--- src/pdct_pkg.sv ---
// Shared types and constants of the pulse-distance code transmitter.
package pdct_pkg;

  localparam int CODE_W         = 32;
  localparam int CODE_BITS_DEF  = 32;
  localparam int TICK_W         = 14;
  localparam int CFG_IDX_W      = 3;
  localparam int QUEUE_DEPTH    = 4;
  localparam int QPTR_W         = $clog2(QUEUE_DEPTH);

  localparam logic [TICK_W-1:0] HDR_MARK_RST   = TICK_W'(4500);
  localparam logic [TICK_W-1:0] HDR_SPACE_RST  = TICK_W'(4500);
  localparam logic [TICK_W-1:0] BIT_MARK_RST   = TICK_W'(560);
  localparam logic [TICK_W-1:0] ZERO_SPACE_RST = TICK_W'(560);
  localparam logic [TICK_W-1:0] ONE_SPACE_RST  = TICK_W'(1690);

  typedef enum logic [2:0] {
    PH_IDLE      = 3'd0,
    PH_HDR_MARK  = 3'd1,
    PH_HDR_SPACE = 3'd2,
    PH_BIT_MARK  = 3'd3,
    PH_BIT_SPACE = 3'd4,
    PH_END_MARK  = 3'd5,
    PH_END_SPACE = 3'd6
  } phase_t;

  typedef enum logic {
    KIND_SEND = 1'b0,
    KIND_TICK = 1'b1
  } kind_t;

  typedef enum logic [CFG_IDX_W-1:0] {
    CFG_HDR_MARK   = 3'd0,
    CFG_HDR_SPACE  = 3'd1,
    CFG_BIT_MARK   = 3'd2,
    CFG_ZERO_SPACE = 3'd3,
    CFG_ONE_SPACE  = 3'd4
  } cfg_idx_t;

  typedef struct packed {
    kind_t             kind;
    logic [CODE_W-1:0] code;
  } item_t;

  typedef struct packed {
    logic line_level;
    logic busy_res;
    logic frame_done;
    logic send_accepted;
  } result_t;

endpackage

--- src/pdct_front.sv ---
// Input side: accepts items, classifies them and queues them for the waveform engine.
module pdct_front (
  input  logic                        clk,
  input  logic                        rst_n,
  input  logic                        in_tvalid,
  output logic                        in_tready,
  input  logic                        in_tuser,   // [0] op
  input  logic [pdct_pkg::CODE_W-1:0] in_tdata,   // [31:0] code_word
  output logic                        head_valid,
  output pdct_pkg::item_t             head,
  input  logic                        pop
);

  localparam int CNT_W = pdct_pkg::QPTR_W + 1;

  pdct_pkg::item_t                 queue_r [pdct_pkg::QUEUE_DEPTH];
  logic [pdct_pkg::QPTR_W-1:0]     wr_ptr_r;
  logic [pdct_pkg::QPTR_W-1:0]     rd_ptr_r;
  logic [CNT_W-1:0]                count_r;
  logic [CNT_W-1:0]                count_nxt;
  logic                            push;
  pdct_pkg::item_t                 item;

  assign in_tready  = (count_r != CNT_W'(pdct_pkg::QUEUE_DEPTH));
  assign push       = in_tvalid && in_tready;
  assign head_valid = (count_r != '0);
  assign head       = queue_r[rd_ptr_r];

  always_comb begin
    item.kind = in_tuser ? pdct_pkg::KIND_TICK : pdct_pkg::KIND_SEND;
    item.code = in_tdata;
  end

  always_comb begin
    case ({push, pop})
      2'b10:   count_nxt = count_r + CNT_W'(1);
      2'b01:   count_nxt = count_r - CNT_W'(1);
      default: count_nxt = count_r;
    endcase
  end

  always_ff @(posedge clk) begin
    if (!rst_n) begin
      wr_ptr_r <= '0;
      rd_ptr_r <= '0;
      count_r  <= '0;
    end else begin
      if (push) wr_ptr_r <= wr_ptr_r + pdct_pkg::QPTR_W'(1);
      if (pop)  rd_ptr_r <= rd_ptr_r + pdct_pkg::QPTR_W'(1);
      count_r <= count_nxt;
    end
  end

  always_ff @(posedge clk) begin
    if (push) queue_r[wr_ptr_r] <= item;
  end

endmodule

--- src/pdct_back.sv ---
// Waveform engine: frame sequencer, timing registers and registered result.
module pdct_back #(
  parameter int CODE_BITS = pdct_pkg::CODE_BITS_DEF
) (
  input  logic                           clk,
  input  logic                           rst_n,
  input  logic                           head_valid,
  input  pdct_pkg::item_t                head,
  output logic                           pop,
  input  logic                           cfg_valid,
  input  logic [pdct_pkg::CFG_IDX_W-1:0] cfg_index,
  input  logic [pdct_pkg::TICK_W-1:0]    cfg_data,
  output logic                           out_tvalid,
  input  logic                           out_tready,
  output pdct_pkg::result_t              out_res
);

  localparam int POS_W = $clog2(CODE_BITS);
  localparam int TW    = pdct_pkg::TICK_W;

  logic [TW-1:0] hdr_mark_r, hdr_space_r, bit_mark_r, zero_space_r, one_space_r;

  pdct_pkg::phase_t     phase_r,  phase_nxt;
  logic [POS_W-1:0]     pos_r,    pos_nxt;
  logic [CODE_BITS-1:0] shift_r,  shift_nxt;
  logic [TW-1:0]        remain_r, remain_nxt;
  logic                 line_r,   line_nxt;
  logic                 out_valid_r;
  pdct_pkg::result_t    res_r,    res_nxt;
  logic                 done;
  logic                 accepted;

  assign pop        = head_valid && (!out_valid_r || out_tready);
  assign out_tvalid = out_valid_r;
  assign out_res    = res_r;

  always_comb begin
    phase_nxt  = phase_r;
    pos_nxt    = pos_r;
    shift_nxt  = shift_r;
    remain_nxt = remain_r;
    line_nxt   = line_r;
    done       = 1'b0;
    accepted   = 1'b0;
    if (head.kind == pdct_pkg::KIND_SEND) begin
      if (phase_r == pdct_pkg::PH_IDLE) begin
        shift_nxt  = CODE_BITS'(head.code);
        pos_nxt    = '0;
        phase_nxt  = pdct_pkg::PH_HDR_MARK;
        remain_nxt = hdr_mark_r;
        line_nxt   = 1'b1;
        accepted   = 1'b1;
      end
    end else if (phase_r != pdct_pkg::PH_IDLE) begin
      if (remain_r > TW'(1)) begin
        remain_nxt = remain_r - TW'(1);
      end else begin
        case (phase_r)
          pdct_pkg::PH_HDR_MARK: begin
            phase_nxt  = pdct_pkg::PH_HDR_SPACE;
            remain_nxt = hdr_space_r;
            line_nxt   = 1'b0;
          end
          pdct_pkg::PH_HDR_SPACE: begin
            phase_nxt  = pdct_pkg::PH_BIT_MARK;
            remain_nxt = bit_mark_r;
            line_nxt   = 1'b1;
          end
          pdct_pkg::PH_BIT_MARK: begin
            phase_nxt  = pdct_pkg::PH_BIT_SPACE;
            remain_nxt = shift_r[CODE_BITS-1] ? one_space_r : zero_space_r;
            line_nxt   = 1'b0;
          end
          pdct_pkg::PH_BIT_SPACE: begin
            remain_nxt = bit_mark_r;
            line_nxt   = 1'b1;
            if (pos_r == POS_W'(CODE_BITS - 1)) begin
              phase_nxt = pdct_pkg::PH_END_MARK;
            end else begin
              phase_nxt = pdct_pkg::PH_BIT_MARK;
              pos_nxt   = pos_r + POS_W'(1);
              shift_nxt = {shift_r[CODE_BITS-2:0], 1'b0};
            end
          end
          pdct_pkg::PH_END_MARK: begin
            phase_nxt  = pdct_pkg::PH_END_SPACE;
            remain_nxt = zero_space_r;
            line_nxt   = 1'b0;
          end
          default: begin
            phase_nxt  = pdct_pkg::PH_IDLE;
            remain_nxt = '0;
            line_nxt   = 1'b0;
            pos_nxt    = '0;
            done       = 1'b1;
          end
        endcase
      end
    end
    res_nxt.line_level    = line_nxt;
    res_nxt.busy_res      = (phase_nxt != pdct_pkg::PH_IDLE);
    res_nxt.frame_done    = done;
    res_nxt.send_accepted = accepted;
  end

  always_ff @(posedge clk) begin
    if (!rst_n) begin
      phase_r     <= pdct_pkg::PH_IDLE;
      pos_r       <= '0;
      remain_r    <= '0;
      line_r      <= 1'b0;
      out_valid_r <= 1'b0;
    end else begin
      if (pop) begin
        phase_r  <= phase_nxt;
        pos_r    <= pos_nxt;
        remain_r <= remain_nxt;
        line_r   <= line_nxt;
      end
      if (pop)             out_valid_r <= 1'b1;
      else if (out_tready) out_valid_r <= 1'b0;
    end
  end

  always_ff @(posedge clk) begin
    if (pop) begin
      shift_r <= shift_nxt;
      res_r   <= res_nxt;
    end
  end

  always_ff @(posedge clk) begin
    if (!rst_n) begin
      hdr_mark_r   <= pdct_pkg::HDR_MARK_RST;
      hdr_space_r  <= pdct_pkg::HDR_SPACE_RST;
      bit_mark_r   <= pdct_pkg::BIT_MARK_RST;
      zero_space_r <= pdct_pkg::ZERO_SPACE_RST;
      one_space_r  <= pdct_pkg::ONE_SPACE_RST;
    end else if (cfg_valid) begin
      case (pdct_pkg::cfg_idx_t'(cfg_index))
        pdct_pkg::CFG_HDR_MARK:   hdr_mark_r   <= cfg_data;
        pdct_pkg::CFG_HDR_SPACE:  hdr_space_r  <= cfg_data;
        pdct_pkg::CFG_BIT_MARK:   bit_mark_r   <= cfg_data;
        pdct_pkg::CFG_ZERO_SPACE: zero_space_r <= cfg_data;
        pdct_pkg::CFG_ONE_SPACE:  one_space_r  <= cfg_data;
        default: ;
      endcase
    end
  end

endmodule

--- src/pulse_distance_code_transmitter.sv ---
// Pulse-distance code transmitter: top level with queue, waveform engine and checks.
//
// A send item (tuser 0) starts a frame when the transmitter is idle: header mark,
// header space, CODE_BITS data bits MSB first (mark, then short or long space), and
// a closing zero bit. Each tick item (tuser 1) moves the waveform on by one tick.
// Every input item gives exactly one result item with the line level and status.
// The block takes one item per clock as long as out_tready does not hold the output;
// the input queue is 4 entries deep. With the queue empty and the output free, the
// item is registered in the input queue and its result then in the result register,
// which drives the output. Timing registers are written through the cfg port, which is always ready.
module pulse_distance_code_transmitter #(
  parameter int CODE_BITS = pdct_pkg::CODE_BITS_DEF
) (
  input  logic                           clk,
  input  logic                           rst_n,
  input  logic                           in_tvalid,
  output logic                           in_tready,
  input  logic                           in_tuser,   // [0] op
  input  logic [pdct_pkg::CODE_W-1:0]    in_tdata,   // [31:0] code_word
  output logic                           out_tvalid,
  input  logic                           out_tready,
  output logic [7:0]                     out_tdata,  // [0] line_level, [1] busy_res,
                                                     // [2] send_accepted, [7:3] zero
  output logic                           out_tlast,  // frame_done
  input  logic                           cfg_valid,
  output logic                           cfg_ready,
  input  logic [pdct_pkg::CFG_IDX_W-1:0] cfg_index,
  input  logic [pdct_pkg::TICK_W-1:0]    cfg_data
);

  logic              head_valid;
  pdct_pkg::item_t   head;
  logic              pop;
  pdct_pkg::result_t res;

  assign cfg_ready = 1'b1;

  pdct_front u_front (
    .clk        (clk),
    .rst_n      (rst_n),
    .in_tvalid  (in_tvalid),
    .in_tready  (in_tready),
    .in_tuser   (in_tuser),
    .in_tdata   (in_tdata),
    .head_valid (head_valid),
    .head       (head),
    .pop        (pop)
  );

  pdct_back #(
    .CODE_BITS (CODE_BITS)
  ) u_back (
    .clk        (clk),
    .rst_n      (rst_n),
    .head_valid (head_valid),
    .head       (head),
    .pop        (pop),
    .cfg_valid  (cfg_valid && cfg_ready),
    .cfg_index  (cfg_index),
    .cfg_data   (cfg_data),
    .out_tvalid (out_tvalid),
    .out_tready (out_tready),
    .out_res    (res)
  );

  assign out_tdata = {5'b00000, res.send_accepted, res.busy_res, res.line_level};
  assign out_tlast = res.frame_done;

  a_done_ends_low: assert property (@(posedge clk) disable iff (!rst_n)
    out_tvalid && out_tlast |-> !out_tdata[0] && !out_tdata[1] && !out_tdata[2])
    else $error("frame end without idle low line");

  a_start_marks: assert property (@(posedge clk) disable iff (!rst_n)
    out_tvalid && out_tdata[2] |-> out_tdata[0] && out_tdata[1])
    else $error("started frame not driving header mark");

  a_mark_busy: assert property (@(posedge clk) disable iff (!rst_n)
    out_tvalid && out_tdata[0] |-> out_tdata[1])
    else $error("mark driven while idle");

  a_pop_has_item: assert property (@(posedge clk) disable iff (!rst_n)
    pop |-> head_valid)
    else $error("engine took an item from an empty queue");

endmodule
--- config.mk ---
export PLATFORM = sky130hd
export DESIGN_NAME = pulse_distance_code_transmitter
export DESIGN_NICKNAME = d
export VERILOG_FILES = /design/src/pdct_pkg.sv /design/src/pdct_front.sv /design/src/pdct_back.sv /design/src/pulse_distance_code_transmitter.sv
export SDC_FILE = /design/constraint.sdc
export NUM_CORES = 1
export LEC_CHECK = 0
export BUFFER_PORTS_ARGS = -buffer_cell sky130_fd_sc_hd__buf_2
export CAP_MARGIN = 5
export CORE_AREA = 5 5 113 221
export DETAILED_ROUTE_END_ITERATION = 10
export DIE_AREA = 0 0 118 226
export PLACE_DENSITY_LB_ADDON = 0.25
export REMOVE_ABC_BUFFERS = 1
export SLEW_MARGIN = 20
export SYNTH_ARGS = -nofsm -noshare
export SYNTH_HDL_FRONTEND = slang
export SYNTH_SLANG_ARGS = --single-unit
--- constraint.sdc ---
create_clock -name clk -period 6.7 [get_ports clk]
set_input_delay 0.67 -clock clk [delete_from_list [all_inputs] [get_ports clk]]
set_output_delay 0.67 -clock clk [all_outputs]
set_load 0.03 [all_outputs]
==> results.txt, run 1 <==
The worst setup path is captured at a flop. The number of cells on the worst hold path came out at 1. The highest achievable clock rate is 0.305 GHz. The average instance area after synthesis is 12.4 µm². The total power per unit cell area came out at 402 nW/µm². The tightest min-delay check is of the in -> reg type.

The die is 118 µm wide. The predominant post-synthesis flop cell is sky130_fd_sc_hd__edfxtp_1. The maximum VDD drop came out at 257 µV. The cell count after synthesis is 911.

Setup repair after global routing left no endpoint under its margin. The cell at the root of the clock tree is sky130_fd_sc_hd__clkbuf_16. The flip-flop and latch area is 7110 µm². The final-report max-slew violation count is 0.

The cell area after placement came out at 11700 µm². The H-tree depth reported by CTS came out at 1. The worst clock skew came out at 0.0119 ns. TritonCTS built the clock tree.

The non-filler instance count after layout is 1243. The synthesized design contains 168 enable-type register cells. The count of buffers added by post-CTS timing repair for setup is 0.

The worst max-slew margin expressed relative to the limit is 0.439. The clock-pin slew on the worst setup and hold paths is 0.07 ns. The detailed placer's ending HPWL came out at 16100 µm. The final count of hold timing violations was 0. The area of the multi-input gates came out at 3860 µm². The post-detailed-routing wire length is 24300 µm. The core region is 23100 µm². The analysis attributes to cell leakage a power of 4.33 nW. In this run the register-to-register setup slack is 3.42 ns.

The total inserted antenna cells is 0. At the worst endpoint, the arrival time is 3.49 ns. The number of remaining DRC errors came out at 0.

The routed length per instance is 19.6 µm. The detail route stage leaves a number of antenna-violating nets equal to 0. The largest driver fanout on the critical path is 33. Setup slack closes at 3.42 ns. The reported max-cap violation count came out at 0. Summing all non-filler instances in the final layout gives an area of 12500 µm². The cell area after technology mapping is 11300 µm². Before CTS, the worst setup slack after placement is 3.07 ns.

The number of different library cells in the post-synthesis netlist came out at 60. The worst endpoint required time came out at 6.91 ns. The path with the worst hold slack has its endpoint at u_front.queue_r[0][0].

The top-area cell type share of the netlist area came out at 0.448. After detailed placement, the design holds a cell count of 1202. The routed via count divided by cell count is 5.67. The count of warnings emitted by yosys came out at 0. Setup total negative slack on the finished layout was measured at 0 ns.

Across every metal layer, demand over resource in global routing totals 0.182. Ranked by total cell area, the synthesized netlist is headed by sky130_fd_sc_hd__edfxtp_1 (45%), sky130_fd_sc_hd__dfxtp_1 (18%), sky130_fd_sc_hd__mux4_2 (6.4%), sky130_fd_sc_hd__nand2_1 (5.4%), sky130_fd_sc_hd__a21oi_1 (3.6%). The TritonCTS buffer count is 23. The floorplan has 79 rows. The overall power of the completed layout came out at 5.02 mW. The number of ports placed on the die boundary came out at 67.

The number of port buffers came out at 60. The overall die height came out at 226 µm. The number of filler cells placed in the layout is 2042. After layout, the minimum clock period comes to 3.28 ns. For the pin with the worst max-slew slack, the measured transition is 0.842 ns. The commonest cells after synthesis are sky130_fd_sc_hd__edfxtp_1 (168), sky130_fd_sc_hd__nand2_1 (163), sky130_fd_sc_hd__dfxtp_1 (103).

The CTS sink count is 271. The flow ran to the end, and the final reports show no timing, DRC or antenna violations. The detailed router finished its first iteration with 399 violations.

The register bit count reported by yosys is 271. The die covers 26700 µm². The library cell with the largest summed area after synthesis is sky130_fd_sc_hd__edfxtp_1. The share of the Yosys chip area taken by registers is 0.631.

The clock reaches the later pin of the worst-skew pair after 0.52 ns. The number of instances resized during post-cts repair is 0. The first-pass iteration count of the detailed router is 4. Routability-driven placement finished with a final weighted congestion of 0.868.

Of the available clock period, the critical path in the final layout requires 0.489. The worst reg-to-reg path cell count came out at 6. The destination of the worst register-to-register timing path is u_back.shift_r[0]. The element type at the critical path start is a flop.

The first global-routing pass estimated 39000 µm of wire. The share of post-route cells with drive strength above 1 is 0.189. The via count of the first global-routing pass came out at 7350. The share of synthesized registers carrying an async set or reset is 0. sky130_fd_sc_hd__edfxtp_1 is the most common cell in the netlist.

The worst setup path is of the reg -> reg kind. The final global-route overflow total is 0. The net total in the final layout came out at 1012. The initial core utilization came out at 0.487. The detailed-route via count came out at 7054. Relative to the synthesized area, the layout overhead comes to 10.9%. The maximum number of buffers from clock root to sink is 3. The cts-stage hold buffer count is 0. The initial antenna violation count came to 0. The launch instance of the worst min-delay path is in_tdata[0]. The setup violation total in the final timing report is 0. The largest net degree at the start of global routing came out at 66.
[kinds of logic (layout without fill, tap and decap cells)]
group	Yosys count	count (layout)	share of synthesized area
simple gates	300	300	0.124
flops	271	271	0.631
compound gates	162	162	0.0885
buf+inv	80	125	0.0291
mux	73	73	0.104
fa+ha+maj	12	12	0.0140
xor+xnor	11	11	0.00855
other cells	2	6	0.000667
[flip-flops by register name, indices dropped and copies added (netlist names), 2 cells and up, named ones only]
name / flops
u_front.queue_r: 132
u_back.shift_r: 32
u_back.bit_mark_r: 14
u_back.hdr_mark_r: 14
u_back.hdr_space_r: 14
u_back.one_space_r: 14
u_back.remain_r: 14
u_back.zero_space_r: 14
u_back.pos_r: 5
u_back.out_res: 4
u_back.phase_r: 3
u_front.count_r: 3
u_front.rd_ptr_r: 2
u_front.wr_ptr_r: 2
[worst max-delay path, cell delays in order (launching register included)]
cell                      delay, ns
sky130_fd_sc_hd__dfxtp_2       0.31
sky130_fd_sc_hd__buf_4         0.51
sky130_fd_sc_hd__mux2_2        0.52
sky130_fd_sc_hd__ha_1          0.24
sky130_fd_sc_hd__or4_1         0.68
sky130_fd_sc_hd__a21oi_4       0.45
sky130_fd_sc_hd__buf_16        0.23
[per-stage QoR]
| stage | util | hold slack (ns) |
|---|---|---|
| 3_3_place_gp | 0.508 | 0.441 |
| 4_1_cts | 0.539 | 0.338 |
| 6_report | 0.540 | 0.364 |
| 5_1_grt | 0.540 | 0.336 |
| 3_5_place_dp | 0.508 | 0.448 |
| 2_1_floorplan | - | 0.436 |
[area by class of cell]
cell class | count | area share
inverter | 13 | 0.00391
clock inverter | 5 | 0.00210
timing repair buffer | 72 | 0.0329
sequential | 271 | 0.569
tap | 283 | 0.0283
clock buffer | 35 | 0.0549
multi-input combinational | 564 | 0.309
[power by group]
part	internal, mW	switching, mW	leakage (nW)
combinational	0.665	0.901	1.60
clock	0.706	0.573	0.350
sequential	2.06	0.119	2.38
[how the worst max path moves through the flow]
stage	to	cells past startpoint	slack (ns)
after detailed placement	u_back.shift_r[0]	5	3.07
after global placement	u_back.shift_r[10]	5	3.12
final	u_back.shift_r[0]	6	3.42
after CTS	u_back.shift_r[0]	5	3.06
after floorplan	u_back.shift_r[0]	5	1.40
after global routing	u_back.remain_r[13]	7	3.12
[metal layers]
| metal | vias up | global-route usage | routed length [µm] |
|---|---|---|---|
| met1 | 3453 | 0.196 | 8760 |
| li1 | 3402 | - | - |
| met3 | 54 | 0.0248 | 1010 |
| met2 | 145 | 0.350 | 13700 |
| met5 | - | 0 | 0 |
| met4 | 0 | 0.0800 | 845 |
[cells in the final DEF (no fill, tap or decap), types with 7 or more instances in the layout]
cell and count:
sky130_fd_sc_hd__edfxtp_1 168, sky130_fd_sc_hd__nand2_1 163, sky130_fd_sc_hd__dfxtp_1 102, sky130_fd_sc_hd__a21oi_1 80
sky130_fd_sc_hd__buf_2 60, sky130_fd_sc_hd__nand3_1 45, sky130_fd_sc_hd__mux2_2 32, sky130_fd_sc_hd__mux4_2 32
sky130_fd_sc_hd__clkbuf_16 25, sky130_fd_sc_hd__nor2_1 22, sky130_fd_sc_hd__o21ai_0 22, sky130_fd_sc_hd__nand2b_1 14
sky130_fd_sc_hd__inv_1 12, sky130_fd_sc_hd__and3_1 11, sky130_fd_sc_hd__ha_1 11, sky130_fd_sc_hd__buf_4 11
sky130_fd_sc_hd__a221o_1 10, sky130_fd_sc_hd__mux2i_1 9, sky130_fd_sc_hd__nor3_1 8, sky130_fd_sc_hd__xor2_1 7
sky130_fd_sc_hd__a31oi_1 7
(Power assumes the default switching activity.)
==> inputs of run 2 (changes only) <==
- clock period: 6.7 -> 2.7 ns (I/O delays scaled with it)
==> run 2 against run 1 <==
Against the previous run: die area unchanged; wire length up 1.6%; global-route usage grew 0.25 points; critical path depth shrank 1; design area grew 4.9%; critical endpoint is now u_back.pos_r[3]; largest cell class unchanged.
==> results.txt, run 2 (synthesis gave the netlist of run 1 again) <==
The flow ran to the end, and the final reports show no timing, DRC or antenna violations. CTS built an H-tree with a depth of 1. In the routed design, unresolved DRC markers number 0. For the worst setup path, the data arrival time is 2.95 ns. Between clock sinks in the finished design, the worst skew comes to 0.0172 ns. The count of buffers added by post-CTS timing repair for setup is 0. The proportion of power drawn by combinational gates came out at 0.321. For the worst setup path, the data required time is 3.13 ns.

Setup repair after global routing left no endpoint under its margin. The reported max-cap violation count is 0. The clock tree from TritonCTS is built. The slew at the pin with the worst max-slew slack came out at 0.730 ns. The largest individual stage delay along the critical path comes from the cell sky130_fd_sc_hd__or4_1. Traced cell by cell, the critical path runs through or4_1 -> or4_1 -> nor4b_4 -> a41oi_1 -> a311oi_1.

The worst max-slew margin expressed relative to the limit came out at 0.512. For this run, the total global-route usage over all layers was measured as 0.185. The topmost layer with routed signal wires is met4. The sequential fraction of design power came out at 0.411. After clock tree synthesis, the clock-pin slew on the worst setup and hold paths is 0.08 ns.

The cell area after placement is 11900 µm². On the worst path, the slowest cell contributes a delay of 0.64 ns. In this run the vertical extent of the chip is 226 µm. The critical path depth is 5. Of the cells placed in the final design, the portion with a size suffix greater than 1 is 0.204. The element type at the critical path start is a flop. The worst register-to-register path has a depth of 5. The final count of hold timing violations is 0. The path category of the worst min-delay check is in -> reg. The cell family contributing the most delay on the critical path is simple AND/OR/NAND/NOR gates.

The post-route setup TNS is 0 ns. The switching fraction of total power came out at 0.315. The total overflow left after global routing is 0.

The final worst slack came out at 0.181 ns. The detailed placer's ending HPWL is 16000 µm. Across the VDD grid, the largest voltage drop is 656 µV. The first global-routing pass estimated 39700 µm of wire.

The maximum number of buffers from clock root to sink is 3. The critical path is of the reg -> reg type. Timing analysis after detailed placement gives a worst setup slack of 0.151 ns. The area growth from synthesis to layout came out at 16.3%.

The clock reaches the later pin of the worst-skew pair after 0.53 ns. The most common library cell in the layout ignoring fill and taps is sky130_fd_sc_hd__edfxtp_1. The internal power component is 8.93 mW. The initial core utilization came out at 0.487.

Counting stages on the worst path, the most repeated cell is sky130_fd_sc_hd__or4_1. Before antenna repair, the detailed router went through 5 iterations. The largest registers in the layout are u_front.queue_r (132), u_back.shift_r (32). The endpoint class of the critical path is a flop. The register with the most flip-flops in the layout has 132 of them. The net switching power came out at 4.10 mW. The leakage power summed over all cells came out at 4.63 nW.

The remaining antenna violation count is 0. The via count of the first global-routing pass was 7450. For the finished layout, the period the worst path requires is 2.52 ns. The routability congestion estimate from global placement came out at 0.871. The number of clock buffers added by TritonCTS is 24. The number of cells on the worst hold path is 3. The initial antenna violation count came out at 0. The CTS sink count is 271. The number of buffers and inverters on the critical path came out at 0. For this block, the via count after detailed routing is 7317. The total power per unit cell area is 994 nW/µm². In the layout the commonest cells are sky130_fd_sc_hd__edfxtp_1 (168), sky130_fd_sc_hd__nand2_1 (163), sky130_fd_sc_hd__dfxtp_1 (102). The routed length per instance came out at 19.0 µm. The number of ports placed on the die boundary is 67.

Along the worst path, the maximum fanout reaches 7. The number of port buffers is 60. Of the total power, the clock network draws 0.268.

In the routed layout, each cell is associated on average with a via count of 5.62. Static timing analysis puts the maximum clock frequency at 0.397 GHz. The detailed-route wire length on metal 1 is 9280 µm.

After the first detailed-routing iteration, the DRC count stood at 415. The root buffer cell chosen for the clock tree is sky130_fd_sc_hd__clkbuf_16. Summed over all nets, wire length on met2 after detailed routing comes to 13700 µm. More flip-flops sit in one register than any other, and that register is u_front.queue_r. Entering global routing, the biggest net connects 55 pins.

Measured along the x axis, the die boundary spans 118 µm. The setup violation total in the final timing report came out at 0. The net count of the finished layout is 1067.

The placeable core region is 23100 µm². The area enclosed by the die boundary is 26700 µm². The final layout contains routed wiring with a total length of 24700 µm. The cell area after layout came out at 13100 µm². The final-report max-slew violation count came out at 0. The length of routed met3 wiring came out at 877 µm.

The fraction of the cycle the final worst path needs is 0.933. The site row count came out at 79. The repair_antennas step left the layout with diodes totalling 0.
## run 2: cell count changes in the layout (fill, tap and decap cells not counted), moves of 2 or more
cell                            previous run  this run
sky130_fd_sc_hd__clkbuf_1                  6         3
sky130_fd_sc_hd__clkinv_2                  0         5
sky130_fd_sc_hd__buf_12                    0         2
sky130_fd_sc_hd__clkbuf_2                  2         0
sky130_fd_sc_hd__dlygate4sd3_1             0        36
sky130_fd_sc_hd__inv_1                    12        10
sky130_fd_sc_hd__buf_4                    11        27
sky130_fd_sc_hd__clkbuf_16                25        27
## run 2: final cells by class
| type | instances | area, µm² |
|---|---|---|
| clock buffers | 34 | 736 |
| fillers | 1974 | 10000 |
| clock inverters | 10 | 82.6 |
| flip-flops and latches | 271 | 7110 |
| multi-input cells | 564 | 3860 |
| well taps | 283 | 354 |
| repair buffers | 126 | 915 |
| inverters | 13 | 48.8 |
## run 2: worst register-to-register path, delay by kind of cell (launching register included)
kind | cells | cell delay (ns)
AND/OR/NAND/NOR | 3 | 1.69
AO/OA/AOI/OAI | 2 | 0.40
flip-flops | 1 | 0.36
## run 2: path summary, 6_finish.rpt
| path | start | endpoint | slack, ns |
|---|---|---|---|
| max | u_back.remain_r[4] | u_back.pos_r[3] | 0.18 |
| min | cfg_data[0] | u_back.hdr_mark_r[0] | 0.03 |
| max reg2reg | u_back.remain_r[4] | u_back.pos_r[3] | 0.18 |
| min reg2reg | u_back.bit_mark_r[13] | u_back.bit_mark_r[13] | 0.46 |
## run 2: what timing repair did
action | in CTS | in global routing
gates resized for setup | 0 | 2
hold endpoints to repair | 136 | 0
endpoints found under the setup margin | 0 | 2
hold buffers | 36 | 0
## run 2: metrics by stage
stage / std cells / total power, mW / hold slack, ns / util
3_5_place_dp: 1221 / 9.59 / 0.447 / 0.515
6_report: 1301 / 13.0 / 0.0334 / 0.566
4_1_cts: 1301 / 13.2 / 0.00425 / 0.566
5_1_grt: 1301 / 13.7 / 0.0269 / 0.566
3_3_place_gp: 1221 / 9.52 / 0.441 / 0.515
2_1_floorplan: 848 / 8.26 / 0.342 / -
## run 2: power by group through the flow
stage               registers [mW]  logic [mW]  clock network, mW
floorplan                     5.61        2.65                  0
global placement              5.41        4.11                  0
detailed placement            5.43        4.15                  0
CTS                           5.35        4.22               3.59
global route                  5.40        4.55               3.74
finish                        5.35        4.18               3.50
## run 2: per-layer routing
| layer | vias to the layer above | track usage |
|---|---|---|
| li1 | 3511 | - |
| met3 | 47 | 0.0203 |
| met2 | 178 | 0.349 |
| met5 | - | 0 |
| met1 | 3581 | 0.209 |
| met4 | 0 | 0.0781 |
